==> config.mk <==
export PLATFORM = sky130hd
export DESIGN_NAME = chunked_read_reorder_engine_flat
export DESIGN_NICKNAME = d
export VERILOG_FILES = /design/src/sv/crre_pkg.sv /design/src/sv/crre_if.sv /design/src/sv/crre_front.sv /design/src/sv/crre_back.sv /design/src/sv/chunked_read_reorder_engine.sv /design/src/flat_wrapper.sv
export SDC_FILE = /design/constraint.sdc
export NUM_CORES = 2
export LEC_CHECK = 0
export BUFFER_PORTS_ARGS = -buffer_cell sky130_fd_sc_hd__clkbuf_2
export CAP_MARGIN = 20
export CELL_PAD_IN_SITES_DETAIL_PLACEMENT = 1
export CELL_PAD_IN_SITES_GLOBAL_PLACEMENT = 1
export CORE_UTILIZATION = 48
export DETAILED_ROUTE_END_ITERATION = 6
export HOLD_SLACK_MARGIN = 0.03
export PLACE_DENSITY_LB_ADDON = 0.1
export SKIP_LAST_GASP = 1
export SYNTH_ARGS = -nofsm -noshare
export SYNTH_HDL_FRONTEND = slang
export SYNTH_SLANG_ARGS = --single-unit
==> constraint.sdc <==
create_clock -name i_clk -period 5.8 [get_ports i_clk]
set_input_delay 0.58 -clock i_clk [delete_from_list [all_inputs] [get_ports i_clk]]
set_output_delay 0.58 -clock i_clk [all_outputs]
set_load 0.02 [all_outputs]
==> src/sv/crre_pkg.sv <==
// ----------------------------------------------------------------------------
// crre_pkg
// Shared types and constants of the chunked read reorder engine.
// ----------------------------------------------------------------------------
package crre_pkg;

    localparam int SLOTS   = 16;
    localparam int SECT_W  = 48;
    localparam int LEN_W   = 9;
    localparam int TAG_W   = 4;
    localparam int KIND_W  = 2;
    localparam int IDX_W   = 2;

    localparam logic [KIND_W-1:0] KIND_ISSUE  = 2'd0;
    localparam logic [KIND_W-1:0] KIND_RETIRE = 2'd1;
    localparam logic [KIND_W-1:0] KIND_DONE   = 2'd2;

    localparam logic [IDX_W-1:0] REG_START = 2'd0;
    localparam logic [IDX_W-1:0] REG_COUNT = 2'd1;
    localparam logic [IDX_W-1:0] REG_CHUNK = 2'd2;

    localparam logic FUNC_START = 1'b0;
    localparam logic FUNC_CPL   = 1'b1;

    typedef struct packed {
        logic             func;
        logic [TAG_W-1:0] tag;
        logic             error;
        logic             final_req;
    } t_in;

    typedef struct packed {
        logic [KIND_W-1:0] kind;
        logic [TAG_W-1:0]  slot;
        logic [SECT_W-1:0] sector;
        logic [LEN_W-1:0]  sectors;
        logic              failed;
        logic              last;
    } t_out;

    typedef struct packed {
        logic [IDX_W-1:0]  index;
        logic [SECT_W-1:0] data;
    } t_cfg;

endpackage

==> src/sv/crre_if.sv <==
// ----------------------------------------------------------------------------
// crre_if
// Valid/ready channel carrying one payload of a given type.
// ----------------------------------------------------------------------------
interface crre_in_if;
    import crre_pkg::*;
    logic valid;
    logic ready;
    t_in  data;
    modport source (output valid, output data, input ready);
    modport sink   (input valid, input data, output ready);
endinterface

interface crre_out_if;
    import crre_pkg::*;
    logic valid;
    logic ready;
    t_out data;
    modport source (output valid, output data, input ready);
    modport sink   (input valid, input data, output ready);
endinterface

interface crre_cfg_if;
    import crre_pkg::*;
    logic valid;
    logic ready;
    t_cfg data;
    modport source (output valid, output data, input ready);
    modport sink   (input valid, input data, output ready);
endinterface

==> src/sv/crre_front.sv <==
// ----------------------------------------------------------------------------
// crre_front
// Two-entry queue that accepts input items ahead of the back end.
// ----------------------------------------------------------------------------
module crre_front (
    input  logic           i_clk,
    input  logic           i_rst_n,
    input  logic           i_valid,
    output logic           o_ready,
    input  crre_pkg::t_in  i_data,
    output logic           o_valid,
    input  logic           i_ready,
    output crre_pkg::t_in  o_data
);
    import crre_pkg::*;

    t_in        r_q [2];
    logic       r_rd;
    logic       r_wr;
    logic [1:0] r_cnt;
    logic       w_push;
    logic       w_pop;

    assign o_ready = (r_cnt != 2'd2);
    assign o_valid = (r_cnt != 2'd0);
    assign o_data  = r_q[r_rd];
    assign w_push  = i_valid && o_ready;
    assign w_pop   = o_valid && i_ready;

    always_ff @(posedge i_clk) begin
        if (w_push) begin
            r_q[r_wr] <= i_data;
        end
        if (!i_rst_n) begin
            r_rd  <= 1'b0;
            r_wr  <= 1'b0;
            r_cnt <= 2'd0;
        end else begin
            if (w_push) r_wr <= ~r_wr;
            if (w_pop)  r_rd <= ~r_rd;
            r_cnt <= r_cnt + {1'b0, w_push} - {1'b0, w_pop};
        end
    end

endmodule

==> src/sv/crre_back.sv <==
// ----------------------------------------------------------------------------
// crre_back
// Sequencer that carries out one item: update, retire scan, issue loop.
// ----------------------------------------------------------------------------
module crre_back (
    input  logic           i_clk,
    input  logic           i_rst_n,
    input  logic           i_valid,
    output logic           o_ready,
    input  crre_pkg::t_in  i_data,
    input  logic           i_cfg_we,
    input  crre_pkg::t_cfg i_cfg,
    output logic           o_valid,
    input  logic           i_ready,
    output crre_pkg::t_out o_data,
    output logic           o_idle
);
    import crre_pkg::*;

    localparam int SW = (SLOTS > 1) ? $clog2(SLOTS) : 1;
    localparam int CW = $clog2(SLOTS + 1);

    localparam logic [2:0] ST_IDLE   = 3'd0;
    localparam logic [2:0] ST_SCAN   = 3'd1;
    localparam logic [2:0] ST_DECIDE = 3'd2;
    localparam logic [2:0] ST_ISSUE  = 3'd3;
    localparam logic [2:0] ST_RET    = 3'd4;

    localparam logic [1:0] SS_FREE = 2'd0;
    localparam logic [1:0] SS_PEND = 2'd1;
    localparam logic [1:0] SS_DONE = 2'd2;

    logic [SECT_W-1:0] r_start_cfg;
    logic [SECT_W-1:0] r_count_cfg;
    logic [LEN_W-1:0]  r_chunk;
    logic [SECT_W-1:0] r_slot_start [SLOTS];
    logic [LEN_W-1:0]  r_slot_len   [SLOTS];
    logic [1:0]        r_status     [SLOTS];
    logic [SW-1:0]     r_stack      [SLOTS];
    logic [CW-1:0]     r_free;
    logic [CW-1:0]     r_pend;
    logic [SECT_W-1:0] r_next_issue;
    logic [SECT_W-1:0] r_next_ret;
    logic [SECT_W-1:0] r_left;
    logic              r_err;
    logic [2:0]        r_state;
    logic [SW-1:0]     r_hit;
    logic              r_hit_ok;
    logic              r_hold;
    logic              r_ov;
    t_out              r_od;

    logic [LEN_W-1:0]  w_chunk;
    logic [LEN_W-1:0]  w_len;
    logic              w_can_issue;
    logic              w_hit_ok;
    logic [SW-1:0]     w_hit;
    logic              w_out_free;
    logic [SW-1:0]     w_top;
    logic [SW-1:0]     w_tag;
    logic              w_done;
    logic              w_emit;

    // Hold a fresh result back until it is known whether another follows.
    assign o_valid    = r_ov && !r_hold;
    assign o_data     = r_od;
    assign w_out_free = !r_ov || (o_valid && i_ready);
    assign o_ready    = (r_state == ST_IDLE) && w_out_free;
    assign o_idle     = (r_state == ST_IDLE) && !r_ov;
    assign w_tag      = i_data.tag[SW-1:0];
    assign w_done     = (r_pend == '0) && ((r_left == '0) || r_err);
    assign w_emit     = w_out_free && !r_hold && (
                            ((r_state == ST_RET) && r_hit_ok) ||
                            ((r_state == ST_DECIDE) && w_done) ||
                            ((r_state == ST_ISSUE) && w_can_issue));

    always_comb begin
        w_chunk = r_chunk;
        if (r_chunk == '0) w_chunk = LEN_W'(1);
        if (r_chunk > LEN_W'(256)) w_chunk = LEN_W'(256);
        w_len = (r_left < {{(SECT_W-LEN_W){1'b0}}, w_chunk}) ? r_left[LEN_W-1:0] : w_chunk;
        w_can_issue = (r_left != '0) && !r_err && (r_free != '0);
        w_top = r_stack[SW'(r_free - CW'(1))];
    end

    // Priority match over slots: lowest done slot whose start is expected.
    always_comb begin
        w_hit_ok = 1'b0;
        w_hit    = '0;
        for (int i = SLOTS - 1; i >= 0; i--) begin
            if (r_status[i] == SS_DONE && r_slot_start[i] == r_next_ret) begin
                w_hit_ok = 1'b1;
                w_hit    = SW'(i);
            end
        end
    end

    always_ff @(posedge i_clk) begin
        if (!i_rst_n) begin
            r_start_cfg  <= '0;
            r_count_cfg  <= '0;
            r_chunk      <= LEN_W'(256);
            r_free       <= CW'(SLOTS);
            r_pend       <= '0;
            r_next_issue <= '0;
            r_next_ret   <= '0;
            r_left       <= '0;
            r_err        <= 1'b0;
            r_state      <= ST_IDLE;
            r_ov         <= 1'b0;
            r_hold       <= 1'b0;
            r_hit_ok     <= 1'b0;
            r_hit        <= '0;
            for (int i = 0; i < SLOTS; i++) begin
                r_status[i] <= SS_FREE;
                r_stack[i]  <= SW'(i);
            end
        end else begin
            if (w_emit) r_ov <= 1'b1;
            else if (o_valid && i_ready) r_ov <= 1'b0;
            if (i_cfg_we) begin
                unique case (i_cfg.index)
                    REG_START: begin
                        r_start_cfg  <= i_cfg.data;
                        r_next_issue <= i_cfg.data;
                        r_next_ret   <= i_cfg.data;
                    end
                    REG_COUNT: begin
                        r_count_cfg <= i_cfg.data;
                        r_left      <= i_cfg.data;
                    end
                    REG_CHUNK: r_chunk <= i_cfg.data[LEN_W-1:0];
                    default: ;
                endcase
            end
            unique case (r_state)
                ST_IDLE: begin
                    if (i_valid && o_ready) begin
                        if (i_data.func == FUNC_START) begin
                            r_state <= ST_ISSUE;
                        end else if (r_status[w_tag] == SS_PEND) begin
                            if (r_pend != '0) r_pend <= r_pend - CW'(1);
                            if (!i_data.error) begin
                                r_status[w_tag] <= SS_DONE;
                            end else begin
                                r_err           <= 1'b1;
                                r_status[w_tag] <= SS_FREE;
                                r_stack[SW'(r_free)] <= w_tag;
                                r_free          <= r_free + CW'(1);
                            end
                            if (i_data.final_req) r_state <= ST_SCAN;
                        end
                    end
                end
                ST_SCAN: begin
                    // Register the match result ahead of the retire state.
                    r_hit    <= w_hit;
                    r_hit_ok <= w_hit_ok;
                    if (w_hit_ok) r_hold <= 1'b0;
                    r_state  <= ST_RET;
                end
                ST_RET: begin
                    if (!r_hit_ok) begin
                        r_state <= ST_DECIDE;
                    end else if (w_emit) begin
                        r_hold       <= 1'b1;
                        r_od.kind    <= KIND_RETIRE;
                        r_od.slot    <= TAG_W'(r_hit);
                        r_od.sector  <= r_slot_start[r_hit];
                        r_od.sectors <= r_slot_len[r_hit];
                        r_od.failed  <= 1'b0;
                        r_od.last    <= 1'b0;
                        r_next_ret   <= r_next_ret
                                      + {{(SECT_W-LEN_W){1'b0}}, r_slot_len[r_hit]};
                        r_status[r_hit] <= SS_FREE;
                        r_stack[SW'(r_free)] <= r_hit;
                        r_free       <= r_free + CW'(1);
                        r_state      <= ST_SCAN;
                    end
                end
                ST_DECIDE: begin
                    if (w_done) begin
                        if (r_hold) begin
                            r_hold <= 1'b0;
                        end else if (w_emit) begin
                            r_od.kind    <= KIND_DONE;
                            r_od.slot    <= '0;
                            r_od.sector  <= '0;
                            r_od.sectors <= '0;
                            r_od.failed  <= r_err;
                            r_od.last    <= 1'b1;
                            r_state      <= ST_IDLE;
                        end
                    end else begin
                        r_state <= ST_ISSUE;
                    end
                end
                ST_ISSUE: begin
                    if (!w_can_issue) begin
                        // The held result closes the item.
                        if (r_hold) begin
                            r_od.last <= 1'b1;
                            r_hold    <= 1'b0;
                        end
                        r_state <= ST_IDLE;
                    end else if (r_hold) begin
                        r_hold <= 1'b0;
                    end else if (w_emit) begin
                        r_hold       <= 1'b1;
                        r_od.kind    <= KIND_ISSUE;
                        r_od.slot    <= TAG_W'(w_top);
                        r_od.sector  <= r_next_issue;
                        r_od.sectors <= w_len;
                        r_od.failed  <= 1'b0;
                        r_od.last    <= 1'b0;
                        r_slot_start[w_top] <= r_next_issue;
                        r_slot_len[w_top]   <= w_len;
                        r_status[w_top]     <= SS_PEND;
                        r_pend       <= r_pend + CW'(1);
                        r_free       <= r_free - CW'(1);
                        r_left       <= r_left - {{(SECT_W-LEN_W){1'b0}}, w_len};
                        r_next_issue <= r_next_issue + {{(SECT_W-LEN_W){1'b0}}, w_len};
                    end
                end
                default: r_state <= ST_IDLE;
            endcase
        end
    end

endmodule

==> src/sv/chunked_read_reorder_engine.sv <==
// ----------------------------------------------------------------------------
// chunked_read_reorder_engine
// Issues chunked sector reads into slots and retires them in sector order.
// ----------------------------------------------------------------------------
// A start transfer issues reads of up to chunk_sectors sectors into free slots
// (taken from a LIFO stack, so slot 15 goes first) until slots, sectors or an
// error run out. A completion transfer marks its slot done, or frees it and
// sets a sticky error on failure; a final completion then retires done chunks
// strictly in sector order, and either reports done or issues more reads.
// Each retired chunk goes through a registered match scan over all slots, then
// the retire; each issued read result is held back until it is known whether
// another follows, so last can be set. The last result of each item carries
// last. Configuration is to be written only when idle; the block itself does
// not enforce this, and the host is bound to it.
module chunked_read_reorder_engine (
    input  logic       i_clk,
    input  logic       i_rst_n,
    crre_in_if.sink    in_ch,
    crre_cfg_if.sink   cfg_ch,
    crre_out_if.source out_ch
);
    import crre_pkg::*;

    logic w_q_valid;
    logic w_q_ready;
    t_in  w_q_data;
    logic w_idle;

    // Front: buffer input transfers ahead of the sequencer.
    crre_front u_front (
        .i_clk   (i_clk),
        .i_rst_n (i_rst_n),
        .i_valid (in_ch.valid),
        .o_ready (in_ch.ready),
        .i_data  (in_ch.data),
        .o_valid (w_q_valid),
        .i_ready (w_q_ready),
        .o_data  (w_q_data)
    );

    // Register writes are always accepted; the host writes only when idle.
    assign cfg_ch.ready = 1'b1;

    // Back: slot bookkeeping, retire scan and issue loop.
    crre_back u_back (
        .i_clk    (i_clk),
        .i_rst_n  (i_rst_n),
        .i_valid  (w_q_valid),
        .o_ready  (w_q_ready),
        .i_data   (w_q_data),
        .i_cfg_we (cfg_ch.valid),
        .i_cfg    (cfg_ch.data),
        .o_valid  (out_ch.valid),
        .i_ready  (out_ch.ready),
        .o_data   (out_ch.data),
        .o_idle   (w_idle)
    );

    // Done results carry last and no sector or slot; the check covers last and sector.
    a_done_clean: assert property (@(posedge i_clk) disable iff (!i_rst_n)
        out_ch.valid && out_ch.data.kind == KIND_DONE |->
            out_ch.data.last && out_ch.data.sector == '0)
        else $error("done result not clean");

    // Idle back end never shows a pending result.
    a_idle: assert property (@(posedge i_clk) disable iff (!i_rst_n)
        w_idle |-> !out_ch.valid)
        else $error("idle with result pending");

endmodule

==> src/flat_wrapper.sv <==
// flat-port wrapper written by rule: the top's interface ports become plain ports
module chunked_read_reorder_engine_flat import crre_pkg::*;
  (i_clk, i_rst_n, in_ch_valid, in_ch_data, in_ch_ready, cfg_ch_valid, cfg_ch_data, cfg_ch_ready, out_ch_valid, out_ch_data, out_ch_ready);
  crre_in_if in_ch_i ();
  crre_cfg_if cfg_ch_i ();
  crre_out_if out_ch_i ();
  input  logic i_clk;
  input  logic i_rst_n;
  input wire logic [$bits(in_ch_i.valid)-1:0] in_ch_valid;
  input wire logic [$bits(in_ch_i.data)-1:0] in_ch_data;
  output wire logic [$bits(in_ch_i.ready)-1:0] in_ch_ready;
  input wire logic [$bits(cfg_ch_i.valid)-1:0] cfg_ch_valid;
  input wire logic [$bits(cfg_ch_i.data)-1:0] cfg_ch_data;
  output wire logic [$bits(cfg_ch_i.ready)-1:0] cfg_ch_ready;
  output wire logic [$bits(out_ch_i.valid)-1:0] out_ch_valid;
  output wire logic [$bits(out_ch_i.data)-1:0] out_ch_data;
  input wire logic [$bits(out_ch_i.ready)-1:0] out_ch_ready;
  assign in_ch_i.valid = in_ch_valid;
  assign in_ch_i.data = in_ch_data;
  assign in_ch_ready = in_ch_i.ready;
  assign cfg_ch_i.valid = cfg_ch_valid;
  assign cfg_ch_i.data = cfg_ch_data;
  assign cfg_ch_ready = cfg_ch_i.ready;
  assign out_ch_valid = out_ch_i.valid;
  assign out_ch_data = out_ch_i.data;
  assign out_ch_i.ready = out_ch_ready;
  chunked_read_reorder_engine u_core (.i_clk(i_clk), .i_rst_n(i_rst_n), .in_ch(in_ch_i), .cfg_ch(cfg_ch_i), .out_ch(out_ch_i));
endmodule
# Yosys cells after proc, flatten, opt, wreduce, memory -nomap -nowiden
# Memories as Yosys holds them, arrays and structs flattened. A register that Yosys moved wholly into a read port is not among the register bits.
# Index checks and enable logic that the tools add are counted.
# classes
add_sub_neg	9
order_cmp	2
eq_ne	63
n_mux	146
n_bitwise	4
n_reduce_logical	62
# ops
cell	count
two-way mux 48 bit	17
equality test 48 bit	16
two-way mux 65 bit	7
one-hot mux 65 bit (3 select lines)	1
two-way mux 4 bit	26
adder 48 x 9 -> 48 bit	2
two-way mux 5 bit	16
two-way mux 64 bit	1
two-way mux 1 bit	57
logical NOT 48 bit	1
less-than comparator 48 x 9 -> 1 bit	1
nonzero test 48 bit	1
subtractor 48 x 9 -> 48 bit	1
equality test 2 bit, second input constant	17
two-way mux 3 bit	10
AND reduction 10 bit	3
logical AND 1 bit	29
two-way mux 9 bit	3
inequality test 2 bit, second input constant	13
inequality test 3 bit, second input constant	7
one-hot mux 3 bit (5 select lines)	1
one-hot mux 5 bit (3 select lines)	1
adder 5 x 1 -> 5 bit, second input constant	2
one-hot mux 5 bit (2 select lines)	1
30 further kinds	52
# totals
register_bits	243
ramBits	1022
inputBits	62
out_inout_bits	68
elab_cells	312
mem_count	5
# mem_list
memory	depth	width	rd	rd_clocked_by_memory_dff	wr	line_no	text
u_core.u_back.r_slot_start	16	48	17	1	1	crre_back.sv:36	logic [SECT_W-1:0] r_slot_start [SLOTS];
u_core.u_back.r_slot_len	16	9	1	1	1	crre_back.sv:37	logic [LEN_W-1:0] r_slot_len [SLOTS];
u_core.u_back.r_stack	16	4	1	0	16	crre_back.sv:39	logic [SW-1:0] r_stack [SLOTS];
u_core.u_back.r_status	16	2	17	0	16	crre_back.sv:38	logic [1:0] r_status [SLOTS];
u_core.u_front.r_q	2	7	1	1	1	crre_front.sv:17	t_in r_q [2];

# Logic depth before layout (Yosys ltp)
# An unclocked memory read counts as a cell.
# depth
depth_word	21
depth_mapped	22
mapped_depth_nobuf	20

# Hierarchy
# Synthesis repeated with hierarchy kept, for this count alone.
# unflattened
cells_unflattened	4596
hier_area_um2	62148.4
# modules_own_cells
module	n_inst	cells_per_inst	area_each_um2	seq_area_each_um2
crre_back	1	4548	61397.6	35784.3
crre_front	1	46	739.5	520.5
chunked_read_reorder_engine	1	2	11.3	0.0

# Worst setup path after synthesis
# OpenSTA, ideal clock, no wires.
# synth_path
path_type	register to register
start	register u_core.u_back.r_free[0]
end	memory u_core.u_back.r_slot_len[0][0], enable pin
setup_ns	0.472
arrival_time_ns	5.933
t_required_ns	5.328
setup_slack_ns	-0.605
stages_incl_launch_ff	12
path_buffers	5
period_less_slack_ns	6.405
path_cell_list	dfxtp_1 > buf_2 > buf_1 > inv_1 > ha_1 > clkbuf_1 > clkbuf_1 > mux4_2 > mux4_2 > or2_2 > clkbuf_1 > nor2_1
# synth_between
elab_chain_len	11
word_cells_on_any_way	13
classes_between	add/sub (1); mux (6); reduce/logical (5); memory (1)
# synth_rtl
element	line_no	text
start, declared	crre_back.sv:40	logic [CW-1:0] r_free;
start signal, assigned	crre_back.sv:103	r_free <= CW'(SLOTS);
start signal, assigned	crre_back.sv:149	r_free <= r_free + CW'(1);
start signal, assigned	crre_back.sv:177	r_free <= r_free + CW'(1);
nonzero test 5 bit	crre_back.sv:82	w_can_issue = (r_left != '0) && !r_err && (r_free != '0);
logical AND 1 bit	crre_back.sv:82	
logical AND 1 bit	crre_back.sv:75	((r_state == ST_ISSUE) && w_can_issue));
logical OR 1 bit	crre_back.sv:74	((r_state == ST_DECIDE) && w_done) ||
logical AND 1 bit	crre_back.sv:72	assign w_emit = w_out_free && !r_hold && (
two-way mux 1 bit	crre_back.sv:208	end else if (w_emit) begin
two-way mux 1 bit	crre_back.sv:206	end else if (r_hold) begin
two-way mux 1 bit	crre_back.sv:199	if (!w_can_issue) begin
two-way mux 1 bit	crre_back.sv:136	unique case (r_state)
two-way mux 1 bit	crre_back.sv:99	if (!i_rst_n) begin
two-way mux 1 bit (not written as such)	crre_back.sv:217	r_slot_len[w_top] <= w_len;
end, declared	crre_back.sv:37	
# Parallel ways exist; a longest one is shown, timed or not.

# Final worst setup path
# layout_path
start	register u_core.u_back.r_left[24]
end	register u_core.u_back.r_left[44]
# layout_between
word_cells_on_any_way	18
classes_between	add/sub (1); order compare (1); mux (5); reduce/logical (11)
# layout_lines
element	line_no	text
start, declared	crre_back.sv:44	logic [SECT_W-1:0] r_left;
start signal, assigned	crre_back.sv:130	r_left <= i_cfg.data;
start signal, assigned	crre_back.sv:221	r_left <= r_left - {{(SECT_W-LEN_W){1'b0}}, w_len};
less-than comparator 48 x 9 -> 1 bit	crre_back.sv:81	w_len = (r_left < {{(SECT_W-LEN_W){1'b0}}, w_chunk}) ? r_left[LEN_W-1:0] : w_chunk;
two-way mux 9 bit	crre_back.sv:81	
net u_core.u_back.w_len[0]	crre_back.sv:54	logic [LEN_W-1:0] w_len;
subtractor 48 x 9 -> 48 bit	crre_back.sv:221	
two-way mux 48 bit	crre_back.sv:208	
two-way mux 48 bit	crre_back.sv:206	
two-way mux 48 bit	crre_back.sv:199	
two-way mux 48 bit	crre_back.sv:136	
# The timed path passes the listed nets, and every way through them passes these cells.
# A chain may end at the register's enable or synchronous reset.

==> parameters.txt <==
Parameter                              Value

Run status
  Run status ... finished, violations left
  Violated checks ... DRC

GRT
  Via count of the first global-routing pass ... 49,900
  Pin count of the biggest net entering global routing ... 94
  GRT Overall Usage ... 0.475
  Number of antenna violations at the first check in global routing ... 34
  Wire length of the first global-routing pass ... 431 mm
  Overflow left after global routing ... 0

Routing
  Violation count after the first detailed-routing iteration ... 7,419
  Wire length reported by the detailed router ... 323 mm
  Via count ... 50,300
  Pre-Repair DR Iteration Count ... 7
  Post-detailed-route DRC marker count ... 1
  Number of antenna-violating nets in the routed design ... 0
  Wire length per cell ... 46.1 µm
  Vias per Instance ... 7.18

Worst setup path
  Peak per-stage delay on the critical path ... 0.56 ns
  Data required time at the worst endpoint ... 6.47 ns
  Crit start category ... flop
  Max stage delay cell, worst path ... sky130_fd_sc_hd__or4_4
  Highest fanout seen on the critical path ... 19
  R2r startpoint ... u_core.u_back.r_left[24]
  Crit path buf inv count ... 2
  End point of the critical path ... u_core.u_back.r_left[44]
  Slack of the worst reg-to-reg path ... 0.33 ns
  Cell breakdown of the critical path ... or4_4 -> nor4_1 -> buf_4 -> nand3_2 -> nor4_2 -> buf_4 -> mux2_2 -> ha_1 -> fa_1 -> nor2b_1 -> o21ai_0 -> a2111o_1 -> and3b_1 -> and4_1 -> nand3_1 -> nor2_1 -> a211oi_1 -> nor3_1
  Kind of capture point of the worst setup path ... flop
  CP arrival ... 6.14 ns
  Critical path class ... reg -> reg
  Worst reg2reg path endpoint ... u_core.u_back.r_left[44]
  Crit path launch ... u_core.u_back.r_left[24]
  Dominant cell type by count on the critical path ... sky130_fd_sc_hd__buf_4
  Cell depth of the worst setup path ... 18
  Crit path max-delay family ... simple AND/OR/NAND/NOR gates
  Path depth of the worst reg2reg path ... 18

Synthesis
  Number of distinct library cells after synthesis ... 95
  Most area-hungry cell type in the Yosys netlist ... sky130_fd_sc_hd__edfxtp_1
  Cell area after synthesis ... 0.0640 mm²
  Most area-consuming cells after synthesis ... sky130_fd_sc_hd__edfxtp_1 (51%), sky130_fd_sc_hd__mux4_2 (11%), sky130_fd_sc_hd__xor2_1 (5.9%), sky130_fd_sc_hd__dfxtp_1 (5.7%), sky130_fd_sc_hd__xnor2_1 (3.9%)
  Synthesized area per cell ... 13.1 µm²
  Top-area cell type share of the netlist area ... 0.510
  Number of enable-type register cells in the synthesized netlist ... 1,087
  Post-synth ARST share ... 0
  Primary FF master, synth ... sky130_fd_sc_hd__edfxtp_1
  Gate Count Post-Synth ... 4,874
  Syn. warnings ... 0
  Number of nets in the synthesized netlist ... 4,984
  Sequential cell area fraction in the yosys report ... 0.567
  Register bit count reported by yosys ... 1,270

Power and ir drop
  Power Total ... 0.0241 W
  Pleak ... 24.4 nW
  Part of the power in registers ... 0.442
  Worst vdd rail ir drop ... 0.299 mV
  Clk pwr share ... 0.396
  Sw Share ... 0.301
  Part of the power in combinational logic ... 0.162
  Internal power ... 0.0168 W
  Power dissipated by switching net loads ... 0.00725 W
  Power per cell area ... 329 mW/mm²

Clocking
  Clock sinks ... 1,270
  Post-CTS Setup Inserts ... 0
  CTS clock-pin slew for the worst setup and hold paths ... 0.06 ns
  Number of buffers created by CTS ... 141
  Worst-skew pair later-pin latency ... 0.82 ns
  TritonCTS clock tree ... built
  Clock Path Buffers ... 3
  H-tree lvl count ... 4
  Clk Tree Root Cell ... sky130_fd_sc_hd__clkbuf_16

Timing
  Sum Neg Setup Slack ... 0 ns
  Worst-case headroom to the max-slew limit ... 0.120
  Final critical path time including I/O delays and setup ... 5.47 ns
  Hold violation total from the final report ... 0
  Final number of setup-violating endpoints ... 0
  Measured slew at the worst slew-check pin ... 1.31 ns
  Share of the cycle needed by the critical path after routing ... 0.943
  Fmax ... 0.183 GHz
  Pins Over Slew Limit ... 0
  Unrepaired setup endpoints after global routing ... no
  Setup clock skew after layout ... 0.0321 ns

Floorplan
  Height of the die ... 367 µm
  Chip width ... 367 µm
  Boundary pin count ... 130
  Die area ... 0.135 mm²
  Std cell rows ... 133
  Core Region ... 0.132 mm²
  Effective utilization at floorplan ... 0.485

Run
  MaxCap Viol Count ... 0

Place
  Total of buffers placed on input and output ports ... 128
  Half-perimeter wire length after placement ... 246 mm
  Weighted congestion at the end of routability-driven global placement ... 1.09

Final layout
  Ratio of cells with drive above 1 in the final layout ... 0.188
  Final nets ... 5,230
  P&R area growth vs syn ... 14.2%

Hold path
  Type of the tightest min-delay check ... in -> reg
[area by class of cell]
type | count | area (µm²)
Timing Repair Buffer | 379 | 2940
Tap cell | 1755 | 2200
Antenna cell | 17 | 42.5
Multi-Input combinational cell | 3228 | 26400
Clock inverter | 96 | 1140
Inverter | 100 | 379
Fill cell | 13000 | 58800
Sequential cell | 1270 | 36300
Clock buffer | 158 | 3640
[layer usage]
metal | vias up | GRT usage | wire length, µm | share of wire
met2 | 3958 | 0.738 | 147000 | 0.45
met4 | 22 | 0.436 | 36000 | 0.11
li1 | 19300 | - | - | -
met3 | 1111 | 0.108 | 34000 | 0.11
met5 | - | 0 | 176 | 0.00055
met1 | 25900 | 0.548 | 106000 | 0.33
[Yosys cell counts, types with 97 or more instances]
master,count
sky130_fd_sc_hd__o21ai_0,146
sky130_fd_sc_hd__xor2_1,433
sky130_fd_sc_hd__xnor2_1,283
sky130_fd_sc_hd__a21oi_1,99
sky130_fd_sc_hd__nand3_1,138
sky130_fd_sc_hd__edfxtp_1,1087
sky130_fd_sc_hd__nand2b_1,106
sky130_fd_sc_hd__clkbuf_1,176
sky130_fd_sc_hd__mux4_2,306
sky130_fd_sc_hd__nand2_1,319
sky130_fd_sc_hd__dfxtp_1,183
sky130_fd_sc_hd__nor2_1,267
sky130_fd_sc_hd__inv_1,97
sky130_fd_sc_hd__nand4_1,138
sky130_fd_sc_hd__nor3_1,122
sky130_fd_sc_hd__nor4_1,195
[cells in the final DEF, fill, tap and decap left out, drive strengths merged, types with 23 or more instances in the layout]
master / n
clkbuf: 286
dfxtp: 183
nand2: 320
nor3: 122
and3: 38
nor2b: 52
o21ai: 146
buf: 244
mux4: 306
nor2: 269
o22ai: 25
a311oi: 48
clkinv: 61
and2: 23
nor4: 196
nand3: 138
a211oi: 79
nand2b: 106
or3: 24
mux2i: 24
a21oi: 100
or4: 23
xor2: 433
ha: 44
nand4: 139
xnor2: 283
inv: 107
edfxtp: 1087
[repair_timing]
item	in CTS	in global routing
setup endpoints to repair	0	11
hold endpoints to repair	14	0
gates resized for setup	0	2
hold buffers	7	0
[state kept, by name, summed over array words and instances, names as in the netlist, 3 cells and up, named ones only]
name                        flops
u_core.u_back.r_slot_len      144
u_core.u_back.r_chunk           9
u_core.u_front.r_q             14
u_core.u_back.r_pend            5
u_core.u_back.r_next_ret       48
u_core.u_back.r_stack          64
u_core.u_back.r_hit             4
u_core.u_back.r_status         32
u_core.u_back.r_free            5
u_core.u_back.r_slot_start    768
u_core.u_back.r_next_issue     48
u_core.u_back.r_left           48
u_core.u_back.o_data           65
u_core.u_back.r_state           3
[kinds of logic after synthesis]
| logic type | after synthesis | share of synthesized area |
|---|---|---|
| DFF | 1270 | 0.567 |
| xor gates and xnor gates | 716 | 0.0979 |
| AOI/OAI and AO/OA | 572 | 0.0606 |
| muxes | 352 | 0.115 |
| adders and majority gates | 48 | 0.00985 |
| and+or+nand+nor | 1539 | 0.127 |
| buffers and inverters | 376 | 0.0227 |
| other | 1 | 0.0000586 |
[per-stage QoR]
stage,worst slack [ns],std cells,hold WS (ns),util,cell area [µm²]
floorplan,-0.605,4874,0.437,-,64100
global placement,0.244,6716,0.462,0.516,68100
detailed placement,0.197,6719,0.470,0.516,68100
CTS,0.151,6980,0.0660,0.553,73000
global route,0.0270,6986,0.0919,0.554,73100
finish,0.329,7003,0.0910,0.554,73100
[worst min-delay path, delay by kind of cell]
kind / cells / cell delay, ns
buf+inv: 1 / 0.13
mux: 1 / 0.08
simple gates: 1 / 0.07
[worst min-delay path by stage]
stage / start / cells after the start / slack, ns / endpoint
final: cfg_ch_data[7] / 3 / 0.09 / u_core.u_back.r_chunk[7]
after global routing: cfg_ch_data[7] / 3 / 0.09 / u_core.u_back.r_chunk[7]
after CTS: cfg_ch_data[40] / 3 / 0.07 / u_core.u_back.r_left[40]
after detailed placement: u_core.u_back.r_left[19] / 1 / 0.47 / u_core.u_back.r_left[19]
after global placement: u_core.u_back.r_left[21] / 1 / 0.46 / u_core.u_back.r_left[21]
after floorplan: u_core.u_back.r_left[19] / 1 / 0.44 / u_core.u_back.r_left[19]
[power groups by stage]
| stage | logic (W) | registers (W) | clock network [W] |
|---|---|---|---|
| 6_report | 0.00390 | 0.0106 | 0.00953 |
| 5_1_grt | 0.00395 | 0.0106 | 0.00981 |
| 4_1_cts | 0.00372 | 0.0106 | 0.00951 |
| 3_5_place_dp | 0.00368 | 0.0108 | 0 |
| 3_3_place_gp | 0.00359 | 0.0108 | 0 |
| 2_1_floorplan | 0.00194 | 0.0107 | 0 |
Power figures use the tool's default switching activity.
